$ cat src/rtl/core/svps_pkg.sv
// shared types, register codes and reset constants for the servo pulse sequencer
package svps_pkg;

  localparam int unsigned NUM_CH = 2;

  localparam logic [15:0] RST_MIN_PULSE  = 16'd1300;
  localparam logic [15:0] RST_MAX_PULSE  = 16'd1700;
  localparam logic [15:0] RST_FRAME      = 16'd40000;
  localparam logic [15:0] RST_GUARD      = 16'd5;
  localparam logic [16:0] RST_WIDTH      = 17'd1500;

  typedef logic [16:0] ticks_t;

  typedef enum logic [1:0] {
    MODE_TICK = 2'd0,
    MODE_SET  = 2'd1,
    MODE_READ = 2'd2
  } mode_t;

  typedef enum logic [2:0] {
    REG_MIN_A  = 3'd0,
    REG_MAX_A  = 3'd1,
    REG_TRIM_A = 3'd2,
    REG_MIN_B  = 3'd3,
    REG_MAX_B  = 3'd4,
    REG_TRIM_B = 3'd5,
    REG_FRAME  = 3'd6,
    REG_GUARD  = 3'd7
  } reg_idx_t;

  typedef struct packed {
    logic        [15:0] min_a;
    logic        [15:0] max_a;
    logic signed [15:0] trim_a;
    logic        [15:0] min_b;
    logic        [15:0] max_b;
    logic signed [15:0] trim_b;
    logic        [15:0] frame;
    logic        [15:0] guard;
  } cfg_t;

endpackage

$ cat src/rtl/core/svps_cfg.sv
// configuration register file
module svps_cfg (
  input  logic               clk,
  input  logic               rst_n,
  input  logic               we,
  input  logic [2:0]         index,
  input  logic [15:0]        data,
  output svps_pkg::cfg_t     cfg
);

  svps_pkg::cfg_t cfg_r;
  svps_pkg::cfg_t cfg_nxt;

  always_comb begin
    cfg_nxt = cfg_r;
    if (we) begin
      case (index)
        svps_pkg::REG_MIN_A:  cfg_nxt.min_a  = data;
        svps_pkg::REG_MAX_A:  cfg_nxt.max_a  = data;
        svps_pkg::REG_TRIM_A: cfg_nxt.trim_a = $signed(data);
        svps_pkg::REG_MIN_B:  cfg_nxt.min_b  = data;
        svps_pkg::REG_MAX_B:  cfg_nxt.max_b  = data;
        svps_pkg::REG_TRIM_B: cfg_nxt.trim_b = $signed(data);
        svps_pkg::REG_FRAME:  cfg_nxt.frame  = data;
        svps_pkg::REG_GUARD:  cfg_nxt.guard  = data;
        default:              cfg_nxt        = cfg_r;
      endcase
    end
  end

  always_ff @(posedge clk) begin
    if (!rst_n) begin
      cfg_r.min_a  <= svps_pkg::RST_MIN_PULSE;
      cfg_r.max_a  <= svps_pkg::RST_MAX_PULSE;
      cfg_r.trim_a <= '0;
      cfg_r.min_b  <= svps_pkg::RST_MIN_PULSE;
      cfg_r.max_b  <= svps_pkg::RST_MAX_PULSE;
      cfg_r.trim_b <= '0;
      cfg_r.frame  <= svps_pkg::RST_FRAME;
      cfg_r.guard  <= svps_pkg::RST_GUARD;
    end else begin
      cfg_r <= cfg_nxt;
    end
  end

  assign cfg = cfg_r;

endmodule

$ cat src/rtl/core/svps_width.sv
// per-channel pulse width store with trim and clamp
module svps_width (
  input  logic                       clk,
  input  logic                       rst_n,
  input  logic                       set_en,
  input  logic [7:0]                 channel,
  input  logic [15:0]                pulse_us,
  input  svps_pkg::cfg_t             cfg,
  output logic [1:0][16:0]           ticks,
  output logic [15:0]                rd_width
);

  logic [1:0][16:0]   ticks_r;
  logic [1:0][16:0]   ticks_nxt;
  logic               ch_ok;
  logic               idx;
  logic signed [17:0] lo;
  logic signed [17:0] hi;
  logic signed [17:0] trim;
  logic signed [17:0] sum;
  logic signed [17:0] clamped;
  svps_pkg::ticks_t   new_ticks;

  assign ch_ok = channel < 8'(svps_pkg::NUM_CH);
  assign idx   = channel[0];

  always_comb begin
    lo   = $signed({2'b00, idx ? cfg.min_b : cfg.min_a});
    hi   = $signed({2'b00, idx ? cfg.max_b : cfg.max_a});
    trim = idx ? {{2{cfg.trim_b[15]}}, cfg.trim_b} : {{2{cfg.trim_a[15]}}, cfg.trim_a};
    sum  = $signed({2'b00, pulse_us}) + trim;
    // when the limits cross, a sum below the minimum gives the minimum, any other the maximum
    if (sum < lo) begin
      clamped = lo;
    end else if (sum > hi) begin
      clamped = hi;
    end else begin
      clamped = sum;
    end
    new_ticks = {clamped[15:0], 1'b0};
  end

  always_comb begin
    ticks_nxt = ticks_r;
    if (set_en && ch_ok) begin
      ticks_nxt[idx] = new_ticks;
    end
  end

  always_ff @(posedge clk) begin
    if (!rst_n) begin
      ticks_r <= {svps_pkg::RST_WIDTH, svps_pkg::RST_WIDTH};
    end else begin
      ticks_r <= ticks_nxt;
    end
  end

  assign ticks    = ticks_r;
  assign rd_width = ch_ok ? ticks_nxt[idx][15:0] : 16'd0;

endmodule

$ cat src/rtl/core/svps_seq.sv
// tick counter, compare match and channel sequencing
module svps_seq (
  input  logic              clk,
  input  logic              rst_n,
  input  logic              tick_en,
  input  logic [15:0]       frame,
  input  logic [15:0]       guard,
  input  logic [1:0][16:0]  ticks,
  output logic [1:0]        levels_nxt
);

  logic [15:0] tick_r;
  logic [15:0] tick_nxt;
  logic [15:0] cmp_r;
  logic [15:0] cmp_nxt;
  logic [1:0]  chan_r;
  logic [1:0]  chan_nxt;
  logic [1:0]  lvl_r;
  logic [1:0]  lvl_nxt;
  logic [15:0] tick_inc;
  logic [15:0] base;
  logic [16:0] guard_sum;

  assign tick_inc = tick_r + 16'd1;

  always_comb begin
    tick_nxt  = tick_en ? tick_inc : tick_r;
    cmp_nxt   = cmp_r;
    chan_nxt  = chan_r;
    lvl_nxt   = lvl_r;
    base      = tick_inc;
    guard_sum = '0;
    if (tick_en && (tick_inc == cmp_r)) begin
      if (!chan_r[1]) begin
        lvl_nxt[chan_r[0]] = 1'b0;
        chan_nxt           = chan_r + 2'd1;
      end else begin
        // end of frame: restart the count with the first channel
        tick_nxt = '0;
        chan_nxt = '0;
        base     = '0;
      end
      if (!chan_nxt[1]) begin
        cmp_nxt              = base + ticks[chan_nxt[0]][15:0];
        lvl_nxt[chan_nxt[0]] = 1'b1;
      end else begin
        guard_sum = {1'b0, base} + {1'b0, guard};
        cmp_nxt   = (guard_sum < {1'b0, frame}) ? frame : guard_sum[15:0];
      end
    end
  end

  always_ff @(posedge clk) begin
    if (!rst_n) begin
      tick_r <= '0;
      cmp_r  <= '0;
      chan_r <= '0;
      lvl_r  <= '0;
    end else begin
      tick_r <= tick_nxt;
      cmp_r  <= cmp_nxt;
      chan_r <= chan_nxt;
      lvl_r  <= lvl_nxt;
    end
  end

  assign levels_nxt = lvl_nxt;

endmodule

$ cat src/rtl/core/servo_pulse_sequencer.sv
// top level of the two-channel sequential servo pulse sequencer
// Usage:
//   in_*  channel carries one item per transfer: a tick (mode 0), a width
//   set (mode 1) or a width read (mode 2 or 3), with channel and pulse_us.
//   out_* channel returns one result per item, in order: pin levels after
//   the item and the stored width of the addressed channel (0 if channel
//   is 2 or more).
//   cfg_* channel writes the eight 16-bit registers; it is always ready.
//   It must be written only while no item is in flight; not enforced.
// Pipeline: an item is held in the input register, then its state
//   update and result are computed in one pass into the output register.
//   The result is valid once the item reaches the output register; one item
//   per cycle is sustained while out_ready is high.
// Stall: while out_ready is low the result holds and the input register
//   keeps one more item; in_ready drops only when both are full.
// Reset (synchronous, active low): counter, compare value and active
//   channel clear, both widths return to 1500 ticks, out_valid goes low and the
//   registers take their default values.
module servo_pulse_sequencer (
  input  logic        clk,
  input  logic        rst_n,
  input  logic        in_valid,
  output logic        in_ready,
  input  logic [1:0]  in_mode,
  input  logic [7:0]  in_channel,
  input  logic [15:0] in_pulse_us,
  output logic        out_valid,
  input  logic        out_ready,
  output logic [1:0]  out_pin_levels,
  output logic [15:0] out_width_ticks,
  input  logic        cfg_valid,
  output logic        cfg_ready,
  input  logic [2:0]  cfg_index,
  input  logic [15:0] cfg_data
);

  logic              in_valid_r;
  logic [1:0]        mode_r;
  logic [7:0]        channel_r;
  logic [15:0]       pulse_us_r;
  logic              out_valid_r;
  logic              out_valid_nxt;
  logic [1:0]        pin_levels_r;
  logic [15:0]       width_ticks_r;
  logic              advance;
  logic              in_take;
  logic              tick_en;
  logic              set_en;
  logic [1:0]        levels_nxt;
  logic [15:0]       rd_width;
  logic [1:0][16:0]  ticks;
  svps_pkg::cfg_t    cfg;

  assign advance   = in_valid_r && (!out_valid_r || out_ready);
  assign in_ready  = !in_valid_r || advance;
  assign in_take   = in_valid && in_ready;
  assign cfg_ready = 1'b1;
  assign tick_en   = advance && (mode_r == svps_pkg::MODE_TICK);
  assign set_en    = advance && (mode_r == svps_pkg::MODE_SET);

  always_comb begin
    if (advance) begin
      out_valid_nxt = 1'b1;
    end else if (out_ready) begin
      out_valid_nxt = 1'b0;
    end else begin
      out_valid_nxt = out_valid_r;
    end
  end

  always_ff @(posedge clk) begin
    if (!rst_n) begin
      in_valid_r  <= 1'b0;
      out_valid_r <= 1'b0;
    end else begin
      in_valid_r  <= in_take || (in_valid_r && !advance);
      out_valid_r <= out_valid_nxt;
    end
  end

  always_ff @(posedge clk) begin
    if (in_take) begin
      mode_r     <= in_mode;
      channel_r  <= in_channel;
      pulse_us_r <= in_pulse_us;
    end
    if (advance) begin
      pin_levels_r  <= levels_nxt;
      width_ticks_r <= rd_width;
    end
  end

  svps_cfg u_cfg (
    .clk   (clk),
    .rst_n (rst_n),
    .we    (cfg_valid),
    .index (cfg_index),
    .data  (cfg_data),
    .cfg   (cfg)
  );

  svps_width u_width (
    .clk      (clk),
    .rst_n    (rst_n),
    .set_en   (set_en),
    .channel  (channel_r),
    .pulse_us (pulse_us_r),
    .cfg      (cfg),
    .ticks    (ticks),
    .rd_width (rd_width)
  );

  svps_seq u_seq (
    .clk        (clk),
    .rst_n      (rst_n),
    .tick_en    (tick_en),
    .frame      (cfg.frame),
    .guard      (cfg.guard),
    .ticks      (ticks),
    .levels_nxt (levels_nxt)
  );

  assign out_valid       = out_valid_r;
  assign out_pin_levels  = pin_levels_r;
  assign out_width_ticks = width_ticks_r;

endmodule

$ cat config.mk
export PLATFORM = sky130hd
export DESIGN_NAME = servo_pulse_sequencer
export DESIGN_NICKNAME = d
export VERILOG_FILES = /design/src/rtl/core/svps_pkg.sv /design/src/rtl/core/svps_cfg.sv /design/src/rtl/core/svps_width.sv /design/src/rtl/core/svps_seq.sv /design/src/rtl/core/servo_pulse_sequencer.sv
export SDC_FILE = /design/constraint.sdc
export NUM_CORES = 1
export LEC_CHECK = 0
export ABC_AREA = 1
export BUFFER_PORTS_ARGS = -buffer_cell sky130_fd_sc_hd__buf_4
export CAP_MARGIN = 20
export CELL_PAD_IN_SITES_DETAIL_PLACEMENT = 0
export CELL_PAD_IN_SITES_GLOBAL_PLACEMENT = 1
export CORE_ASPECT_RATIO = 1.4
export CORE_MARGIN = 5
export CORE_UTILIZATION = 45
export DETAILED_ROUTE_END_ITERATION = 10
export GPL_TIMING_DRIVEN = 0
export HOLD_SLACK_MARGIN = 0.08
export PLACE_DENSITY_LB_ADDON = 0.1
export SLEW_MARGIN = 25
export SYNTH_ARGS = -nofsm -noshare
export SYNTH_HDL_FRONTEND = slang
export SYNTH_SLANG_ARGS = --single-unit
$ cat constraint.sdc
create_clock -name clk -period 5.2 [get_ports clk]
set_input_delay 1.56 -clock clk [delete_from_list [all_inputs] [get_ports clk]]
set_output_delay 1.56 -clock clk [all_outputs]
set_load 0.05 [all_outputs]
==> results.yml <==
global_routing:
  overflow: 0
  antenna_found_initial: 0
  grt_first_pass_wirelength_mm: 74.47
  largest_net_degree_at_the_start_of_global_routing: 27
  grt_usage_pct: 26.70
  first_global_vias: 13120
synth:
  ys_top_cells_by_area: "dfxtp_1 (27%), nand2_1 (12%), edfxtp_1 (9.1%)"
  yosys.area.top_type_share_pct: 27.25
  postSynthCellCount: 2077
  syn_nets: 2223
  ys_seq_area_share_pct: 36.34
  ys_seq_elements: 242
  synth_edf_count: 44
  ys_warn_count: 0
  simple_gate_share_of_the_synthesized_area_pct: 29.59
  synth_top_family_by_area: "simple AND/OR/NAND/NOR gates"
  synth_area_in_compound_gates_pct: 13.14
  syn_area_per_cell_um2: 7.002
  postSynth.topFlopCell: "dfxtp_1"
  synth_area_leader: "dfxtp_1"
  mappedNetlistArea_um2: 14540
  synth_mux_area_share_pct: 1.032
  synthXorXnorAreaFrac_pct: 3.011
  adder_cell_share_of_the_synthesized_area_pct: 8.414
  synth_async_sr_flop_share_pct: 0
  synth.distinct_cells: 56
finish:
  final_nets: 2309
  area_delta_synth_final_pct: 14.55
  antenna_cells: 0
  final_common_cell: "nand2_1"
  final_core_utilization_pct: 51.73
  layout-drive-gt1-share_pct: 11.73
  mostFrequentLayoutCells: "nand2_1 (469), nor2_1 (289), inv_1 (209)"
timing:
  final.hold.worst_slack_ns: 0.4494
  finClkSkew_ns: 0.01932
  worst_slew_pin_slew_ns: 1.029
  final_setup_violation_count: 0
  timing.fmax_mhz: 205.2
  clock_period_minus_final_worst_setup_slack_ns: 4.874
  period_share_pct: 93.74
  number_of_endpoints_with_negative_hold_slack_in_the_final_report: 0
  slew_violations: 0
  maxSlewHeadroom_pct: 31.15
die:
  design.core.area_um2: 32210
  floorplan.die_area_um2: 36070
  core.rowCount: 78
  die_x_um: 161.9
  die-height_um: 222.7
  num_io_pins: 71
  floorplan.initialDensity_pct: 45.16
worst_setup_path:
  worst-setup-path-type: "reg2reg"
  critical_path_source_type: "register"
  crit_path_end_kind: "register"
  worst_ep_required_time_ns: 5.63
  crit_path_max_fanout: 10
  worst-endpoint-arrival_ns: 5.31
worst_hold_path:
  hp-class: "reg2reg"
clock_tree:
  clockBufferDepth: 3
  clock_sink_count: 242
  cts.reportedPaths.clkPinSlew_ns: 0.06
  cts-htree-levels: 1
  clock_tree_from_tritoncts: "done"
  cts_hold_buf: 0
  clkLatencyLatePin_ns: 0.57
  numCtsBuffers: 27
  clock_tree.root_cell: "clkbuf_16"
placed_design:
  dp.final_hpwl_mm: 38.50
  gp_congestion: 0.9284
  portBuffers: 52
detailed_routing:
  vias: 13540
  post_drt_wl_per_cell_um: 18.80
  route.antenna.remaining_nets: 0
  detail_route.wirelength_mm: 48.56
  routed_via_density: 5.244
  firstDrtPassIters: 6
  detailedRoute.firstIterationViolations: 851
  number_of_remaining_drc_errors: 0
pwr:
  power.static_leakage_nw: 8.059
  ir_worst_vdd_mv: 0.2650
  fin_total_pwr_mw: 4.545
  power_per_cell_area_nw_per_um2: 272.8
run:
  drv.max_cap_violation_count: 0
status:
  status: "complete, no violations"
[what timing repair did]
| action | in CTS | in global routing |
|---|---|---|
| endpoints found under the setup margin | 53 | 61 |
| resized for setup | 41 | 60 |
| pin swaps | 1 | 4 |
| buffers inserted | 6 | 2 |
[power by group]
group	switching, mW	internal (mW)	leakage (nW)
combinational	0.427	0.218	5.58
sequential	0.0273	1.96	2.04
clock	0.838	1.07	0.440
total	1.29	3.25	8.06
[per-layer routing]
layer  vias up  global-route usage [%]  wire length [um]
li1       6918                       -                 -
met1      6260                   28.30             17960
met2       252                   49.53             25250
met3       114                   2.115              1382
met4         0                   18.35              3973
met5         -                       0                 0
[worst max-delay path, stage by stage (launching register included)]
cell,delay [ns]
dfxtp_2,0.39
ha_1,0.20
nand2_1,0.10
nor4_2,0.20
nand2_1,0.20
nor2_2,0.14
nand2_1,0.12
xor2_2,0.26
nor2_1,0.16
ha_1,0.37
nand2_1,0.09
nor3_1,0.21
nand3_1,0.12
o2111a_1,0.21
nand3b_1,0.21
nand2_1,0.09
xor2_1,0.21
inv_1,0.07
ha_1,0.29
a21oi_1,0.13
nand2_1,0.07
nand2_1,0.07
nand2_1,0.10
clkbuf_2,0.23
o21ai_2,0.37
a21oi_1,0.11
[per-stage QoR]
stage / setup WS (ns) / cells / setup TNS [ns] / instance area [um^2]
global route: -0.002643 / 2583 / -0.002643 / 16660
CTS: -0.003469 / 2582 / -0.003469 / 16440
floorplan: 0.6145 / 2077 / 0 / 14540
global placement: -1.527 / 2529 / -54.47 / 15430
detailed placement: -1.567 / 2529 / -56.62 / 15430
finish: 0.3257 / 2583 / 0 / 16660
[cell type report]
type / count / area (um^2)
clock inverter: 12 / 87.58
sequential: 242 / 5286
inverter: 218 / 834.6
timing repair buffer: 60 / 450.4
multi-input combinational: 1521 / 8247
clock buffer: 37 / 793.3
fill: 3229 / 15550
tap: 400 / 500.5
buffer: 93 / 460.4
[worst paths after layout]
kind	cells past startpoint	slack, ns	startpoint	endpoint
worst max-delay path	25	0.33	u_seq.tick_r[0]$_SDFF_PN0_	u_seq.cmp_r[1]$_SDFFE_PN0P_
worst max register to register	25	0.33	u_seq.tick_r[0]$_SDFF_PN0_	u_seq.cmp_r[1]$_SDFFE_PN0P_
worst min-delay path	2	0.45	u_cfg.cfg[122]$_SDFFE_PN1P_	u_cfg.cfg[122]$_SDFFE_PN1P_
worst min register to register	2	0.45	u_cfg.cfg[122]$_SDFFE_PN1P_	u_cfg.cfg[122]$_SDFFE_PN1P_
[Yosys cell counts (all sizes together), types with 25 or more instances]
library cell  count
xor2             35
or2              38
ha               93
inv             216
buf              25
nor2            309
nand4            26
a21oi           125
nand3           127
dfxtp           198
o21ai           182
nand2           474
edfxtp           44
clkbuf           71
[registers in the layout (all words and copies together), names as in the netlist]
signal / flops
u_seq.chan_r: 2
out_pin_levels: 2
mode_r: 2
in_valid_r: 1
u_cfg.cfg: 128
out_valid: 1
u_width.ticks: 32
u_seq.tick_r: 16
out_width_ticks: 16
u_seq.lvl_r: 2
pulse_us_r: 16
u_seq.cmp_r: 16
channel_r: 8
[cell families (layout without fill, tap and decap cells)]
group / after synthesis / after routing
AO/OA/AOI/OAI: 348 / 348
XOR/XNOR: 50 / 50
adder cells (fa/ha/maj): 96 / 96
buffers and inverters: 314 / 420
flip-flops: 242 / 242
multiplexers: 15 / 15
other: 1 / 1
AND/OR/NAND/NOR: 1011 / 1011
No activity file was read; power rests on OpenSTA's default activity.
